`config.mk`:
```
export PLATFORM = sky130hd
export DESIGN_NAME = stlb_ctrl
export DESIGN_NICKNAME = d
export VERILOG_FILES = /design/src/rtl/stlb_pkg.sv /design/src/rtl/stlb_ctrl.sv
export SDC_FILE = /design/constraint.sdc
export NUM_CORES = 1
export LEC_CHECK = 0
export ABC_AREA = 1
export BUFFER_PORTS_ARGS = -buffer_cell sky130_fd_sc_hd__buf_2
export CORE_AREA = 8 8 45 47
export CTS_CLUSTER_DIAMETER = 150
export CTS_CLUSTER_SIZE = 30
export DETAILED_ROUTE_END_ITERATION = 10
export DIE_AREA = 0 0 53 55
export GPL_TIMING_DRIVEN = 0
export MAX_ROUTING_LAYER = met4
export PLACE_DENSITY_LB_ADDON = 0.15
export SYNTH_ARGS = -nofsm -noshare
export SYNTH_HDL_FRONTEND = slang
export SYNTH_SLANG_ARGS = --single-unit
```
`constraint.sdc`:
```
create_clock -name clock -period 0.8 [get_ports clock]
set_input_delay 0.16 -clock clock [delete_from_list [all_inputs] [get_ports clock]]
set_output_delay 0.16 -clock clock [all_outputs]
set_load 0.005 [all_outputs]
```
`src/rtl/stlb_pkg.sv`:
```
`timescale 1ns / 1ps

package stlb_pkg;

   localparam int TABLE_DEPTH_DEFAULT = 1024;
   localparam int VALUE_WIDTH_DEFAULT = 32;

   localparam int INDEX_WIDTH = 10;
   localparam int DATA_WIDTH  = 32;
   localparam int COUNT_WIDTH = 11;

   localparam logic REQ_WRITE  = 1'b0;
   localparam logic REQ_SEARCH = 1'b1;

   typedef struct packed {
      logic                          req_type;
      logic [INDEX_WIDTH-1:0]        entry_index;
      logic signed [DATA_WIDTH-1:0]  data_value;
   } search_req_type;

   typedef struct packed {
      logic                   found;
      logic [COUNT_WIDTH-1:0] position;
   } search_rsp_type;

   typedef enum logic [1:0] {
      ST_IDLE,
      ST_PROBE,
      ST_COMPARE,
      ST_FINISH
   } state_type;

   typedef struct packed {
      logic write;
      logic load;
      logic step;
      logic result_load;
   } dp_cmd_type;

   typedef struct packed {
      logic range_empty;
   } dp_status_type;

endpackage

```
`src/rtl/stlb_ctrl.sv`:
```
`timescale 1ns / 1ps

module stlb_ctrl (
   input  logic                    clock,
   input  logic                    reset,
   input  logic                    req_valid,
   input  logic                    req_kind,
   output logic                    req_stall,
   output logic                    rsp_valid,
   input  logic                    rsp_stall,
   output stlb_pkg::dp_cmd_type    cmd,
   input  stlb_pkg::dp_status_type status
);

   stlb_pkg::state_type state_ff, state_in;
   logic                rsp_valid_ff, rsp_valid_in;

   always_ff @(posedge clock) begin
      if (reset) begin
         state_ff     <= stlb_pkg::ST_IDLE;
         rsp_valid_ff <= 1'b0;
      end else begin
         state_ff     <= state_in;
         rsp_valid_ff <= rsp_valid_in;
      end
   end

   always_comb begin
      state_in = state_ff;
      cmd      = '0;
      unique case (state_ff)
         stlb_pkg::ST_IDLE: begin
            if (req_valid) begin
               if (req_kind == stlb_pkg::REQ_SEARCH) begin
                  cmd.load = 1'b1;
                  state_in = stlb_pkg::ST_PROBE;
               end else begin
                  cmd.write = 1'b1;
               end
            end
         end
         stlb_pkg::ST_PROBE: begin
            // read of the midpoint is in flight when the range is not empty
            if (status.range_empty) begin
               state_in = stlb_pkg::ST_FINISH;
            end else begin
               state_in = stlb_pkg::ST_COMPARE;
            end
         end
         stlb_pkg::ST_COMPARE: begin
            cmd.step = 1'b1;
            state_in = stlb_pkg::ST_PROBE;
         end
         stlb_pkg::ST_FINISH: begin
            if (!rsp_valid_ff || !rsp_stall) begin
               cmd.result_load = 1'b1;
               state_in        = stlb_pkg::ST_IDLE;
            end
         end
         default: begin
            state_in = stlb_pkg::ST_IDLE;
         end
      endcase
   end

   always_comb begin
      rsp_valid_in = rsp_valid_ff;
      if (cmd.result_load) begin
         rsp_valid_in = 1'b1;
      end else if (!rsp_stall) begin
         rsp_valid_in = 1'b0;
      end
   end

   assign req_stall = (state_ff != stlb_pkg::ST_IDLE);
   assign rsp_valid = rsp_valid_ff;

endmodule

```
# Yosys cells after proc, flatten, opt, wreduce, memory -nomap -nowiden
# Index checks and enable logic that the tools add are counted.
# classes
muxes,14
reduce_logical,6
n_eq_ne,7
# ops
op,n
$mux 2,5
$mux 1,8
$pmux 2 s4,1
$ne 2x2->1 const B,3
$eq 2x2->1 const B,2
$reduce_and 3->1,1
$eq 2x1->1 const B,1
$logic_not 1->1,2
$logic_not 2->1,1
$ne 2x1->1 const B,1
$reduce_bool 2->1,1
$logic_or 1x1->1,1
# totals
in_bits,6
ff_bits,3
word_cells,29

# Logic depth before layout (Yosys ltp)
# depth
ltp_word,5
mapped_depth,5
ltp_nobuf,5

# Worst setup path after synthesis
# OpenSTA, ideal clock, no wires.
# synth_timing
path_type,flip-flop to output port
from,reg rsp_valid_ff (netlist: rsp_valid)
to,out cmd[0] in the netlist's numbering
slack_ps,-18
stages_incl_launch_ff,5
arrival_ps,658
path_cell_list,dfxtp_1 -> nand2_1 -> nand3_1 -> inv_1 -> buf_4
# synth_lines
element,line,source
"start, declared",stlb_ctrl.sv:16,"logic rsp_valid_ff, rsp_valid_in;"
"start signal, assigned",stlb_ctrl.sv:24,rsp_valid_ff <= rsp_valid_in;
"end, declared",stlb_ctrl.sv:11,"output stlb_pkg::dp_cmd_type cmd,"

==> impl_metrics.tcl <==
set metrics [dict create \
    drc_errors 0 \
    fp.dieH_um 55 \
    wire_per_inst_um 9.233 \
    timing_worst_setup_path_type "reg2out" \
    dr_total_vias 223 \
    slew_violations 0 \
    status "finished, violations left" \
    setup_viol 8 \
    finalCritPeriodShare_pct 135.7 \
    antenna_found_initial 0 \
    cp.arrival_ns 0.93 \
    crit_path_start_kind "flop" \
    die_area_um2 2915 \
    place_ws_ns -0.1332 \
    clkTransAtPathRegs_ns 0.04 \
    drive_above_1_share_pct 70.45 \
    area_growth_pct 121.6 \
    die_w_um 53 \
    synth.ff_latch_count 3 \
    hold_viol 0 \
    antenna_cells 0 \
    grt_pass1_wl_um 828 \
    cts.sinks 3 \
    clock.fmax_ghz 0.9213 \
    worstSkewPairLatency_ns 0.23 \
    fin_ws_ns -0.2854 \
    drtPass1Iterations 2 \
    drt-vias-per-instance 3.717 \
    rsz0062_at_grt "true" \
    nNetsFinal 51 \
    tritoncts "done" \
    cts_root_buffer "clkbuf_4" \
    p_per_area_nw_per_um2 1545 \
    htreeDepth 1 \
    ant_nets 0 \
    overflow 0 \
    relSlewSlack_pct 92.38 \
    cp-end-kind "primary output" \
    grt_pass1_vias 225 \
    synthCells 26 \
    layout_commonest_cell "buf_2" \
    vdd_drop_max_v 0.0006192 \
    port_buffers 11 \
    syn-num-nets 32 \
    ys_seq_area_share_pct 38.40 \
    finalPower_mw 0.5354 \
    worst_slew_pin_slew_ns 0.1137 \
    fin_hold_ws_ns 0.09726 \
    fin_skew_ns 0.003605 \
    n_fill_cell 160 \
    core_area_um2 1384 \
    drt_wl_total_um 554 \
    yosys_warnings 0 \
    leakagePower_nw 0.1825 \
    cts_buffer_depth 2 \
    numCtsBuffers 3 \
    final_cell_mix "buf_2, buf_6, nor2_1, nand2_1" \
    initial_utilization_pct 11.30 \
    period_needed_ns 1.085 \
    avgSynthCellArea_um2 6.015 \
    final_util_pct 25.05 \
    drtIter0Drc 1 \
    fp-row-count 14 \
    place_congestion 0.6126 \
    ioPinCount 12 \
    cap_violations 0 \
    grt_max_degree 6 \
    dp_hpwl_um 385.1 \
    required_ns 0.64 \
    hold_buffers 0 \
    min_path_type "in2reg" \
    synth.distinct_cells 8 \
    violations "setup timing" \
    synth_area_um2 156.4 \
    grt.total_usage_pct 4.160 \
    path_max_fanout 3 \
]
-- cells in the mapped netlist --
cell type | number | area (um^2)
nor3_1 | 2 | 10.01
nor2_1 | 4 | 15.01
nand3_1 | 1 | 5.000
nand2_1 | 7 | 26.28
a21oi_1 | 2 | 10.01
dfxtp_1 | 3 | 60.06
buf_4 | 1 | 7.510
inv_1 | 6 | 22.52
-- logic make-up after synthesis --
family / Yosys count / synth area share (%)
simple gates: 14 / 36.00
flops: 3 / 38.40
compound gates: 2 / 6.400
buf+inv: 7 / 19.20
-- repair_timing --
action	in CTS	in global routing
gates resized for setup	13	7
pin swaps	2	0
setup endpoints to repair	7	8
setup buffers	5	1
hold endpoints to repair	0	0
-- final timing paths --
check              startpoint     endpoint  slack [ns]  cells after the start
setup / recovery  state_ff[1]       cmd[3]       -0.29                      4
hold reg to reg   state_ff[1]  state_ff[1]        0.45                      1
hold / removal          reset    rsp_valid         0.1                      2
setup reg to reg    rsp_valid  state_ff[0]       -0.10                      6
-- flip-flops by register name (all words and copies together) (netlist names) --
| signal | count |
|---|---|
| rsp_valid | 1 |
| state_ff | 2 |
-- per-layer routing --
metal	wire, um	vias to the layer above	track usage (%)	share of wire, %
met5	0	-	-	0
met4	4	0	5.172	0.72
met3	70	2	2.139	13
met2	211	12	5.078	38
met1	268	96	4.236	48
li1	-	113	-	-
-- report_power, final --
part / internal (mW) / total (mW) / switching (mW) / leakage (nW)
combinational: 0.0545 / 0.103 / 0.0482 / 0.141
clock: 0.187 / 0.264 / 0.0768 / 0.0150
sequential: 0.158 / 0.169 / 0.0108 / 0.0261
-- critical path, stage by stage (launching register included) --
cell and delay, ns:
dfxtp_2 0.33, inv_2 0.08, nand2_4 0.06, nor3_2 0.09, buf_2 0.13
-- cell type report --
| cell class | instances | area, um^2 | area share [%] |
|---|---|---|---|
| well taps | 16 | 20.02 | 5.776 |
| multi-input cells | 16 | 97.59 | 28.16 |
| inverters | 6 | 25.02 | 7.220 |
| flip-flops and latches | 3 | 66.31 | 19.13 |
| clock buffers | 4 | 26.28 | 7.581 |
| repair buffers | 15 | 111.4 | 32.13 |
-- metrics by stage --
stage,instances,cell area (um^2),TNS (ns)
floorplan,26,161.4,-0.01462
global placement,53,236.5,-0.4616
detailed placement,53,236.5,-0.4064
CTS,59,309.0,-1.481
global route,60,346.6,-1.846
finish,60,346.6,-1.431
(Power assumes the default switching activity.)
